[src/rtl/core/event_camera_noise_filter_top_assert.svh]
// Assertion macros for the event camera noise filter.
// Included by the top level; needs clk and rst in scope.
`ifndef EVENT_CAMERA_NOISE_FILTER_TOP_ASSERT_SVH
`define EVENT_CAMERA_NOISE_FILTER_TOP_ASSERT_SVH

// Consequent must hold in the same cycle as the antecedent.
`define ECNF_ASSERT_NOW(lbl, ante, cons, msg) \
  lbl: assert property (@(posedge clk) disable iff (rst) (ante) |-> (cons)) else $error(msg);

// Consequent must hold in the cycle after the antecedent.
`define ECNF_ASSERT_NEXT(lbl, ante, cons, msg) \
  lbl: assert property (@(posedge clk) disable iff (rst) (ante) |=> (cons)) else $error(msg);

`endif

[src/rtl/core/ecnf_pkg.sv]
`timescale 1ns / 1ps
// Shared types and constants of the event camera noise filter.
// No dependencies; used by the controller, the datapath and the top level.
package ecnf_pkg;

  localparam int DEF_MAX_WIDTH  = 256;
  localparam int DEF_MAX_HEIGHT = 256;
  localparam int DEF_RING_DEPTH = 12;
  localparam int DEF_TIME_BITS  = 48;

  localparam int CFG_IDX_W  = 3;
  localparam int CFG_DATA_W = 24;

  localparam logic [CFG_IDX_W-1:0] CFG_MAX_INTERVAL = 3'd0;
  localparam logic [CFG_IDX_W-1:0] CFG_RADIUS       = 3'd1;
  localparam logic [CFG_IDX_W-1:0] CFG_FLICKER_WIN  = 3'd2;
  localparam logic [CFG_IDX_W-1:0] CFG_SENSOR_W     = 3'd3;
  localparam logic [CFG_IDX_W-1:0] CFG_SENSOR_H     = 3'd4;

  localparam logic [23:0] RST_MAX_INTERVAL = 24'd10000;
  localparam logic [2:0]  RST_RADIUS       = 3'd1;
  localparam logic [23:0] RST_FLICKER_WIN  = 24'd100000;
  localparam logic [8:0]  RST_SENSOR_W     = 9'd256;
  localparam logic [8:0]  RST_SENSOR_H     = 9'd256;

  typedef enum logic [2:0] {
    S_CLEAR,
    S_IDLE,
    S_ADDR,
    S_RD,
    S_UPD,
    S_SCAN,
    S_TAIL,
    S_DONE
  } state_t;

  typedef struct packed {
    logic clear;
    logic accept;
    logic calc;
    logic rd_pix;
    logic update;
    logic scan_step;
    logic load_out;
  } cmd_t;

  typedef struct packed {
    logic clear_last;
    logic scan_last;
    logic win_empty;
  } sts_t;

endpackage

[src/rtl/core/ecnf_ctrl.sv]
`timescale 1ns / 1ps
// Controller of the event camera noise filter: sequences clear, lookup,
// update, neighbor scan and result hand-off. Depends on ecnf_pkg.
module ecnf_ctrl import ecnf_pkg::*; (
  input  logic clk,
  input  logic rst,
  input  logic s_tvalid,
  output logic s_tready,
  input  logic m_tready,
  output logic m_tvalid,
  input  sts_t sts,
  output cmd_t cmd
);

  state_t state, state_next;
  logic   out_valid, out_valid_next;

  always_ff @(posedge clk) begin
    if (rst) begin
      state     <= S_CLEAR;
      out_valid <= 1'b0;
    end else begin
      state     <= state_next;
      out_valid <= out_valid_next;
    end
  end

  always_comb begin
    state_next = state;
    cmd        = '0;
    s_tready   = 1'b0;
    unique case (state)
      S_CLEAR: begin
        cmd.clear = 1'b1;
        if (sts.clear_last) state_next = S_IDLE;
      end
      S_IDLE: begin
        s_tready   = 1'b1;
        cmd.accept = s_tvalid;
        if (s_tvalid) state_next = S_ADDR;
      end
      S_ADDR: begin
        cmd.calc   = 1'b1;
        state_next = S_RD;
      end
      S_RD: begin
        cmd.rd_pix = 1'b1;
        state_next = S_UPD;
      end
      S_UPD: begin
        cmd.update = 1'b1;
        state_next = sts.win_empty ? S_DONE : S_SCAN;
      end
      S_SCAN: begin
        cmd.scan_step = 1'b1;
        if (sts.scan_last) state_next = S_TAIL;
      end
      S_TAIL: begin
        state_next = S_DONE;
      end
      S_DONE: begin
        if (!out_valid || m_tready) begin
          cmd.load_out = 1'b1;
          state_next   = S_IDLE;
        end
      end
      default: state_next = S_CLEAR;
    endcase
  end

  // The result register stays full until the consumer takes it.
  always_comb begin
    out_valid_next = out_valid;
    if (cmd.load_out) out_valid_next = 1'b1;
    else if (m_tready) out_valid_next = 1'b0;
  end

  assign m_tvalid = out_valid;

endmodule

[config.mk]
export PLATFORM = sky130hd
export DESIGN_NAME = ecnf_ctrl
export DESIGN_NICKNAME = d
export VERILOG_FILES = /design/src/rtl/core/event_camera_noise_filter_top_assert.svh /design/src/rtl/core/ecnf_pkg.sv /design/src/rtl/core/ecnf_ctrl.sv
export SDC_FILE = /design/constraint.sdc
export NUM_CORES = 1
export LEC_CHECK = 0
export BUFFER_PORTS_ARGS = -buffer_cell sky130_fd_sc_hd__buf_4
export CAP_MARGIN = 20
export CORE_AREA = 2 2 39 41
export CTS_CLUSTER_DIAMETER = 120
export CTS_CLUSTER_SIZE = 24
export DETAILED_ROUTE_END_ITERATION = 8
export DIE_AREA = 0 0 41 43
export GPL_TIMING_DRIVEN = 0
export HOLD_SLACK_MARGIN = 0.03
export MAX_ROUTING_LAYER = met4
export PLACE_DENSITY = 0.5
export SKIP_LAST_GASP = 1
export SYNTH_ARGS = -nofsm -noshare
export SYNTH_HDL_FRONTEND = slang
export SYNTH_SLANG_ARGS = --single-unit
[constraint.sdc]
create_clock -name clk -period 1.5 [get_ports clk]
set_input_delay 0 -clock clk [delete_from_list [all_inputs] [get_ports clk]]
set_output_delay 0 -clock clk [all_outputs]
set_load 0.005 [all_outputs]
---- After elaboration in Yosys (flattened, before gate mapping) ----
Index checks and enable logic that the tools add are counted.
word-level totals
  bits in registers ....................... 4
  input bits .............................. 7
  output and inout bits ................... 9
  logic and storage cells ................. 35
operators by class
  eq/ne operators ......................... 11
  mux-type cells .......................... 17
  reductions and logical operators ........ 5
operators by type and width
  kind                count
  $pmux 3 s8          1
  $eq 3x3->1 const B  4
  $mux 3              4
  $mux 1              11
  $ne 2x2->1 const B  4
  $eq 3x2->1 const B  2
  $reduce_and 4->1    1
  $eq 3x1->1 const B  1
  $logic_not 3->1     1
  $mux 2              1
  $reduce_bool 2->1   1
  $logic_not 1->1     1
  $logic_or 1x1->1    1

---- Logic depth before layout (Yosys ltp) ----
Gate-level depths: netlist of run 1.
  depth in word-level cells ............... 5
  mapped depth ............................ 4
  gate-level depth less buffers ........... 3

---- Worst setup path before layout of run 1 ----
OpenSTA, ideal clock, no wires.
  path type ............................... register -> register
  from .................................... reg state[0]
  to ...................................... reg state[0]
  setup time .............................. 0.134 ns
  data arrival time ....................... 0.816 ns
  data required time ...................... 1.366 ns
  slack ................................... 0.550 ns
  stages on the path, launching flop included .. 4
  buffers on the path ..................... 1
  clock period less this slack ............ 0.950 ns
  cell sequence ........................... dfxtp_1 -> buf_6 -> nor3_1 -> a221oi_2
on the way
  longest elaborated chain between the ends .. 3
  elaborated cells between the ends (all ways) .. 14
  those cells by class .................... 11 x eq/ne; 1 x mux; 2 x reduce/logical
RTL lines
  what                                      line             text
  start, declared                           ecnf_ctrl.sv:15  state_t state, state_next;
  start signal, assigned                    ecnf_ctrl.sv:23  state <= state_next;
  $eq 3x3->1, or another cell as far along  ecnf_ctrl.sv:32  unique case (state)
  $ne 2x2->1 (no line)                      n/a
  $reduce_and 4->1 (no line)                n/a
Parallel ways exist; a longest one is shown, timed or not.
A chain may end at the register's enable or synchronous reset.

==> results.toml, run 1 <==
[detailed_routing]
drc = 0
wl_um = 645
top_layer = "met3"
wl_met1_um = 265
met2WireLength_um = 334
drtPass1Iterations = 1
wl_per_cell_um = 9.21
via_count = 304
drt_iter0_drc = 0
met3WireLength_um = 46
ant_nets = 0
viasPerCell = 4.34

[sta]
slew_headroom_pct = 79.1
worst_slew_pin_slew_ns = 0.311
hold_viol_final = 0
fmax_mhz = 819
rsz0062_at_grt = "no"
drv_slew = 0
finalSetupViolations = 0
finalSetupTns_ns = 0
period_share_pct = 81.4
clock_skew_ns = 0.00192
layout_min_cycle_time_ns = 1.22

[place]
gp_congestion = 0.705
place_hpwl_um = 495
dp.cells = 65
io_buffers = 15

[setup_path]
crit_type = "register to output port"
worstPathMaxFanout = 10
worstPathArrival_ns = 1.22
worstSetupEndpointType = "output port"
critPathLaunchType = "register"
worstPathRequired_ns = 1.50
r2r_cells = 4

[final_layout]
drive_gt1_share_pct = 46.3
area_delta_synth_final_pct = 63.1
antenna_cells = 0
fin_nets = 63
fillers = 169
instances_no_fill = 70
fin_util_pct = 32.7

[yosys]
ys_top_cells_by_area = "dfxtp_1, buf_6, nor3b_1, a221oi_2, buf_4"
ys_seq_area_share_pct = 28.8
synth_cells = 34
synth_seq_cells = 4
yosysUniqueCellTypes = 19
yosysWarnings = 0
syn_avg_cell_area_um2 = 8.17
synth_fp_nets = 41
syn_area_um2 = 278
synth.largest_area_cell = "dfxtp_1"
synth_top_area_share_pct = 28.8

[floorplan]
dieArea_um2 = 1760
core.rowCount = 14
initial_utilization_pct = 20.1
die_h_um = 43
ioPinCount = 16
coreArea_um2 = 1380
dieWidth_um = 41

[power]
leakage_nw = 0.211
powerDensity_nw_per_um2 = 816
ir_worst_vdd_mv = 0.565

[hold_path]
hold_class = "primary input to register"
hold_depth = 4

[grt]
grt_pass1_vias = 287
grt_max_degree = 11
grt.overflow.total = 0
gr-usage-all-layers_pct = 10.4
grt_pass1_wl_um = 1230
grt_antenna_before_repair = 0

[clocking]
h-tree-depth = 1
clk_path_buf_depth = 2
cts_buffers = 3
root_buffer = "clkbuf_4"
cts_resized = 0
clk_pin_slew_ns = 0.04
worstSkewPairLatency_ns = 0.23
numClockSinks = 4
cts_tree = "built"

[outcome]
status = "completed"

[flow_run]
drv_cap = 0
-- metal layers --
metal,vias up,track usage (%)
met5,-,-
met4,0,2.00
met3,0,6.28
met2,10,14.4
met1,139,12.9
li1,155,-
-- final timing paths --
path             from  endpoint  slack (ns)
min reg2reg  state[0]  state[0]        0.55
max          state[2]    cmd[0]        0.28
max reg2reg  state[0]  state[1]        0.55
min          m_tready  m_tvalid         0.1
-- report_power, final --
part	internal (mW)	switching, mW
Clock	0.0895	0.0433
Sequential	0.115	0.00424
Combinational	0.0666	0.0511
Total	0.271	0.0987
-- repair_timing --
action | CTS | global route
endpoints found under the hold margin | 4 | 0
hold buffers | 2 | 0
buffers inserted | 0 | 0
-- synthesized netlist by cell type --
cell type,instances
a211oi_2,1
a21o_1,1
a21oi_1,2
a221oi_2,1
a31oi_1,1
and2_1,1
buf_4,2
buf_6,2
dfxtp_1,4
inv_1,2
nand2_1,2
nand2b_1,1
nand3_1,1
nor2_1,4
nor2b_1,2
nor3_1,2
nor3_2,1
nor3b_1,3
o22ai_1,1
-- registers in the layout, indices dropped and copies added, names as in the netlist --
signal and flops:
state 3, m_tvalid 1
-- cells in the final DEF, fill, tap and decap left out --
| cell type | synthesis | layout |
|---|---|---|
| and2_1 | 1 | 1 |
| a221oi_2 | 1 | 1 |
| nor3_2 | 1 | 1 |
| inv_1 | 2 | 2 |
| nor2b_1 | 2 | 2 |
| buf_6 | 2 | 2 |
| a21o_1 | 1 | 1 |
| nand3_1 | 1 | 1 |
| o22ai_1 | 1 | 1 |
| nor3_1 | 2 | 2 |
| clkbuf_4 | 0 | 3 |
| dlygate4sd3_1 | 0 | 2 |
| nor3b_1 | 3 | 3 |
| a21oi_1 | 2 | 2 |
| buf_4 | 2 | 17 |
| a211oi_2 | 1 | 1 |
| nand2_1 | 2 | 2 |
| a31oi_1 | 1 | 1 |
| nand2b_1 | 1 | 1 |
| nor2_1 | 4 | 4 |
| dfxtp_1 | 4 | 4 |
-- through the flow --
step | area [µm²] | hold slack (ns) | power, mW | worst slack (ns)
2_1_floorplan | 278 | 0.0646 | 0.187 | 0.550
3_3_place_gp | 410 | 0.202 | 0.235 | 0.535
3_5_place_dp | 410 | 0.202 | 0.236 | 0.531
4_1_cts | 453 | 0.0979 | 0.379 | 0.272
5_1_grt | 453 | 0.128 | 0.403 | 0.151
6_report | 453 | 0.0995 | 0.369 | 0.279
-- logic make-up after synthesis --
logic type	count (synthesis)	share of synthesized area (%)
simple gates	17	34.2
compound gates	7	20.7
buf+inv	6	16.2
flops	4	28.8
-- layout make-up --
| class | count | area [µm²] | share of cell area (%) |
|---|---|---|---|
| clock buffer | 3 | 22.5 | 4.97 |
| tap | 16 | 20.0 | 4.42 |
| sequential | 4 | 80.1 | 17.7 |
| timing repair buffer | 17 | 133 | 29.3 |
| buffer | 4 | 37.5 | 8.29 |
| inverter | 2 | 7.51 | 1.66 |
| multi-input combinational | 24 | 153 | 33.7 |
-- worst max-delay path, stage by stage (launching register included) --
cell	delay [ns]
dfxtp_1	0.35
buf_4	0.18
nand3_1	0.10
nor2_1	0.14
buf_4	0.12
buf_4	0.09
No activity file was read; power rests on OpenSTA's default activity.
==> run 2: changes to the inputs <==
==> constraint.sdc (replaced) <==
create_clock -name clk -period 1.3 [get_ports clk]
set_input_delay 0 -clock clk [delete_from_list [all_inputs] [get_ports clk]]
set_output_delay 0 -clock clk [all_outputs]
set_load 0.005 [all_outputs]
==> results.toml, run 2 (synthesis results as in run 1) <==
[place]
dp_slack_ns = 0.331
gp_congestion = 0.705
dp.cells = 65
place_hpwl_um = 495
io_buffers = 15

[floorplan]
initial_utilization_pct = 20.1
core.rowCount = 14
ioPinCount = 16
die_h_um = 43
dieArea_um2 = 1760
coreArea_um2 = 1380
dieWidth_um = 41

[power]
seqPwrFrac_pct = 32.2
switchingPower_mw = 0.114
p_sw_share_pct = 26.6
powerDensity_nw_per_um2 = 930
ir_worst_vdd_mv = 0.652
internal_power_mw = 0.313
leakage_nw = 0.211
comb_power_share_pct = 31.9
pwr-share-clk_pct = 35.9

[grt]
grt_antenna_before_repair = 0
grt_pass1_wl_um = 1230
grt_pass1_vias = 287
grt.overflow.total = 0
grt_max_degree = 11
gr-usage-all-layers_pct = 10.4

[clocking]
root_buffer = "clkbuf_4"
worstSkewPairLatency_ns = 0.23
post_cts_buffers = 0
cts_tree = "built"
clk_pin_slew_ns = 0.04
clk_path_buf_depth = 2
cts_buffers = 3
numClockSinks = 4
h-tree-depth = 1

[final_layout]
top_register = "state"
drive_gt1_share_pct = 48.1
final_cell_mix = "buf_4, dfxtp_1"
area_delta_synth_final_pct = 65.3
instances_no_fill = 70
antenna_cells = 0
largest_register_ffs = 3
fin_nets = 63
final_common_cell = "buf_4"

[sta]
fmax_mhz = 831
finalSetupTns_ns = 0
layout_min_cycle_time_ns = 1.20
worst_slew_pin_slew_ns = 0.311
clock_skew_ns = 0.00211
slew_headroom_pct = 79.1
timing.final.ws_setup_ns = 0.0965
hold_viol_final = 0
drv_slew = 0
period_share_pct = 92.6
finalSetupViolations = 0

[outcome]
status = "completed"

[setup_path]
critPathLaunchType = "register"
worstSetupEndpointType = "output port"
worstPathArrival_ns = 1.20
crit_type = "register to output port"
worstPathRequired_ns = 1.30
worstPathMaxFanout = 10

[hold_path]
hold_class = "primary input to register"

[detailed_routing]
ant_nets = 0
wl_um = 661
viasPerCell = 4.33
wl_per_cell_um = 9.44
drt_iter0_drc = 0
via_count = 303
drc = 0
drtPass1Iterations = 1

[flow_run]
drv_cap = 0
## run 2: changes by cell type in the layout (fill, tap and decap cells not counted)
cell	change
buf_4	-1
buf_6	+1
nor2_1	-1
nor2_2	+1
## run 2: final cells by class
type | instances | area [µm²]
Buffer | 4 | 41.3
Clock buffer | 3 | 22.5
Fill cell | 169 | 925
Inverter | 2 | 7.51
Multi-Input combinational cell | 24 | 155
Sequential cell | 4 | 80.1
Tap cell | 16 | 20.0
Timing Repair Buffer | 17 | 133
## run 2: per-stage QoR
stage / power, mW / util [%] / cell area (µm²) / hold slack (ns)
floorplan: 0.216 / - / 278 / 0.0646
global placement: 0.272 / 29.7 / 410 / 0.202
detailed placement: 0.272 / 29.7 / 410 / 0.202
CTS: 0.437 / 32.7 / 453 / 0.0979
global route: 0.466 / 33.2 / 459 / 0.142
finish: 0.427 / 33.2 / 459 / 0.111
## run 2: worst max-delay path, cell delays in order, from the launching register on
cell and delay, ns:
dfxtp_1 0.37, buf_6 0.15, nand3_1 0.11, nor2_2 0.13, buf_4 0.12, buf_4 0.09
## run 2: power groups by stage
stage	clock network, mW	logic [mW]	registers, mW
CTS	0.162	0.138	0.137
global route	0.174	0.154	0.138
detailed placement	0	0.133	0.139
floorplan	0	0.0778	0.138
global placement	0	0.133	0.139
finish	0.153	0.136	0.137
## run 2: repair_timing
| action | CTS | global route |
|---|---|---|
| hold endpoints to repair | 4 | 0 |
| hold buffers | 2 | 0 |
| setup endpoints to repair | 0 | 1 |
| gates resized for setup | 0 | 2 |
## run 2: layer usage
layer / vias up / GRT usage [%] / wire length, µm
met5: - / - / 0
met4: 0 / 2.00 / 0
met3: 0 / 6.28 / 50
met2: 10 / 14.4 / 360
met1: 137 / 12.9 / 250
li1: 156 / - / -
## run 2: path summary, 6_finish.rpt
check	slack, ns	to	cells after the start	startpoint
max	0.1	cmd[0]	5	state[2]
max reg2reg	0.35	state[1]	3	m_tvalid
min	0.11	m_tvalid	4	m_tready
min reg2reg	0.54	state[0]	2	state[0]
==> run 3: changes to the inputs <==
--- a/config.mk
+++ b/config.mk
@@ -5,6 +5,7 @@
 export SDC_FILE = /design/constraint.sdc
 export NUM_CORES = 1
 export LEC_CHECK = 0
+export ABC_AREA = 1
 export BUFFER_PORTS_ARGS = -buffer_cell sky130_fd_sc_hd__buf_4
 export CAP_MARGIN = 20
 export CORE_AREA = 2 2 39 41
@@ -15,7 +16,7 @@
 export GPL_TIMING_DRIVEN = 0
 export HOLD_SLACK_MARGIN = 0.03
 export MAX_ROUTING_LAYER = met4
-export PLACE_DENSITY = 0.5
+export PLACE_DENSITY = 0.58
 export SKIP_LAST_GASP = 1
 export SYNTH_ARGS = -nofsm -noshare
 export SYNTH_HDL_FRONTEND = slang
==> results.toml, run 3 <==
[floorplan]
ioPinCount = 16
dieWidth_um = 41
die_h_um = 43
coreArea_um2 = 1380
dieArea_um2 = 1760
core.rowCount = 14
initial_utilization_pct = 27.4

[sta]
worst_slew_pin_slew_ns = 0.180
period_share_pct = 88.7
finalSetupTns_ns = 0
fmax_mhz = 867
whs_ns = 0.0736
clock_skew_ns = 0.00157
slew_headroom_pct = 87.9
timing.final.ws_setup_ns = 0.147
rsz0062_at_grt = "no"
drv_slew = 0
finalSetupViolations = 0
layout_min_cycle_time_ns = 1.15
hold_viol_final = 0

[grt]
grt_pass1_wl_um = 1260
grt_antenna_before_repair = 0
grt_pass1_vias = 340
grt.overflow.total = 0
gr-usage-all-layers_pct = 11.1
grt_max_degree = 11

[setup_path]
worstPathArrival_ns = 1.15
worstSetupEndpointType = "output port"
critPathLaunchType = "register"
crit_top_cell = "buf_4"
worstPathRequired_ns = 1.30
cp_cell_sequence = "buf_4, nand3_1, nor2_1, buf_4, buf_4"
cp_slowest_cell = "dfxtp_1"
cpPeakStageDelay_ns = 0.31
crit_type = "register to output port"
worstPathMaxFanout = 10

[power]
leakage_nw = 0.327
powerDensity_nw_per_um2 = 1050
ir_worst_vdd_mv = 0.507
power_mw = 0.573

[detailed_routing]
drc = 0
wl_um = 784
via_count = 421
wl_per_cell_um = 7.84
drtPass1Iterations = 2
drt_iter0_drc = 2
viasPerCell = 4.21
ant_nets = 0

[place]
io_buffers = 15
gp_congestion = 0.799
dp_slack_ns = 0.208
dp.cells = 96
place_hpwl_um = 650

[yosys]
ys_top_cells_by_area = "dfxtp_1, inv_1, nand2_1, nor2_1, nand3_1"
syn_avg_cell_area_um2 = 5.83
synth_top_area_share_pct = 21.1
synth.largest_area_cell = "dfxtp_1"
synth_seq_cells = 4
synth_fp_nets = 72
ys_top_cells_by_count = "inv_1, nand2_1, nor2_1"
yosysUniqueCellTypes = 17
synth_most_common_cell = "inv_1"
synth-edff-count = 0
synth_cells = 65
synth-main-ff-cell = "dfxtp_1"
yosysWarnings = 0
syn_area_um2 = 379
ys_seq_area_share_pct = 21.1
async_flop_share_pct = 0

[final_layout]
fin_nets = 93
instances_no_fill = 100
final_common_cell = "buf_4"
largest_register_ffs = 3
area_delta_synth_final_pct = 43.6
antenna_cells = 0
top_register = "state"
final_cell_mix = "buf_4, inv_1, nand2_1, nor2_1, nand3_1"
drive_gt1_share_pct = 34.5

[outcome]
status = "completed"

[clocking]
cts_buffers = 3
clk_pin_slew_ns = 0.03
root_buffer = "clkbuf_4"
worstSkewPairLatency_ns = 0.23
cts_tree = "built"
h-tree-depth = 1
post_cts_buffers = 0
cts_resized = 0
clk_path_buf_depth = 2
numClockSinks = 4

[flow_run]
drv_cap = 0

[hold_path]
hold_class = "primary input to register"
[run 3: layout make-up]
cell class                      count  area (µm²)
Clock buffer                        3        22.5
Inverter                           15        58.8
Sequential cell                     4        80.1
Timing Repair Buffer               16         123
Tap cell                           16        20.0
Buffer                              4        37.5
Multi-Input combinational cell     42         203
Fill cell                         177         840
[run 3: where the power goes]
part	total [mW]	switching (mW)	internal [mW]
Sequential	0.144	0.00560	0.138
Clock	0.147	0.0437	0.103
Combinational	0.283	0.150	0.133
Total	0.573	0.200	0.374
[run 3: timing repair]
action                     in CTS  in global routing
hold endpoints to repair        2                  0
setup endpoints to repair       0                  0
hold buffers                    1                  0
[run 3: kinds of logic (layout without fill, tap and decap cells)]
kind of cell | Yosys count | in the layout | share of synthesized area (%)
AO/OA/AOI/OAI | 7 | 7 | 9.24
buffers and inverters | 19 | 38 | 25.4
flip-flops | 4 | 4 | 21.1
AND/OR/NAND/NOR | 35 | 35 | 44.2
[run 3: worst max-delay path, delay by kind of cell (launching register included)]
kind	cells	cell delay, ns
DFF	1	0.31
and+or+nand+nor	2	0.25
buffers and inverters	3	0.35
[run 3: final timing paths]
kind | from | to | slack, ns | cells after the start
worst max-delay path | state[2] | cmd[0] | 0.15 | 5
worst min-delay path | m_tready | m_tvalid | 0.07 | 4
worst max register to register | state[0] | state[1] | 0.19 | 9
worst min register to register | m_tvalid | m_tvalid | 0.51 | 2
[run 3: stage by stage]
stage,util [%],cell area (µm²)
global route,39.3,544
global placement,37.0,512
floorplan,-,379
CTS,39.3,544
finish,39.3,544
detailed placement,37.0,512
[run 3: routing by layer]
metal	vias up	track usage (%)	routed length, µm
li1	233	-	-
met1	180	13.6	368
met2	8	15.0	382
met3	0	3.14	33
met4	0	8.00	0
met5	-	-	0
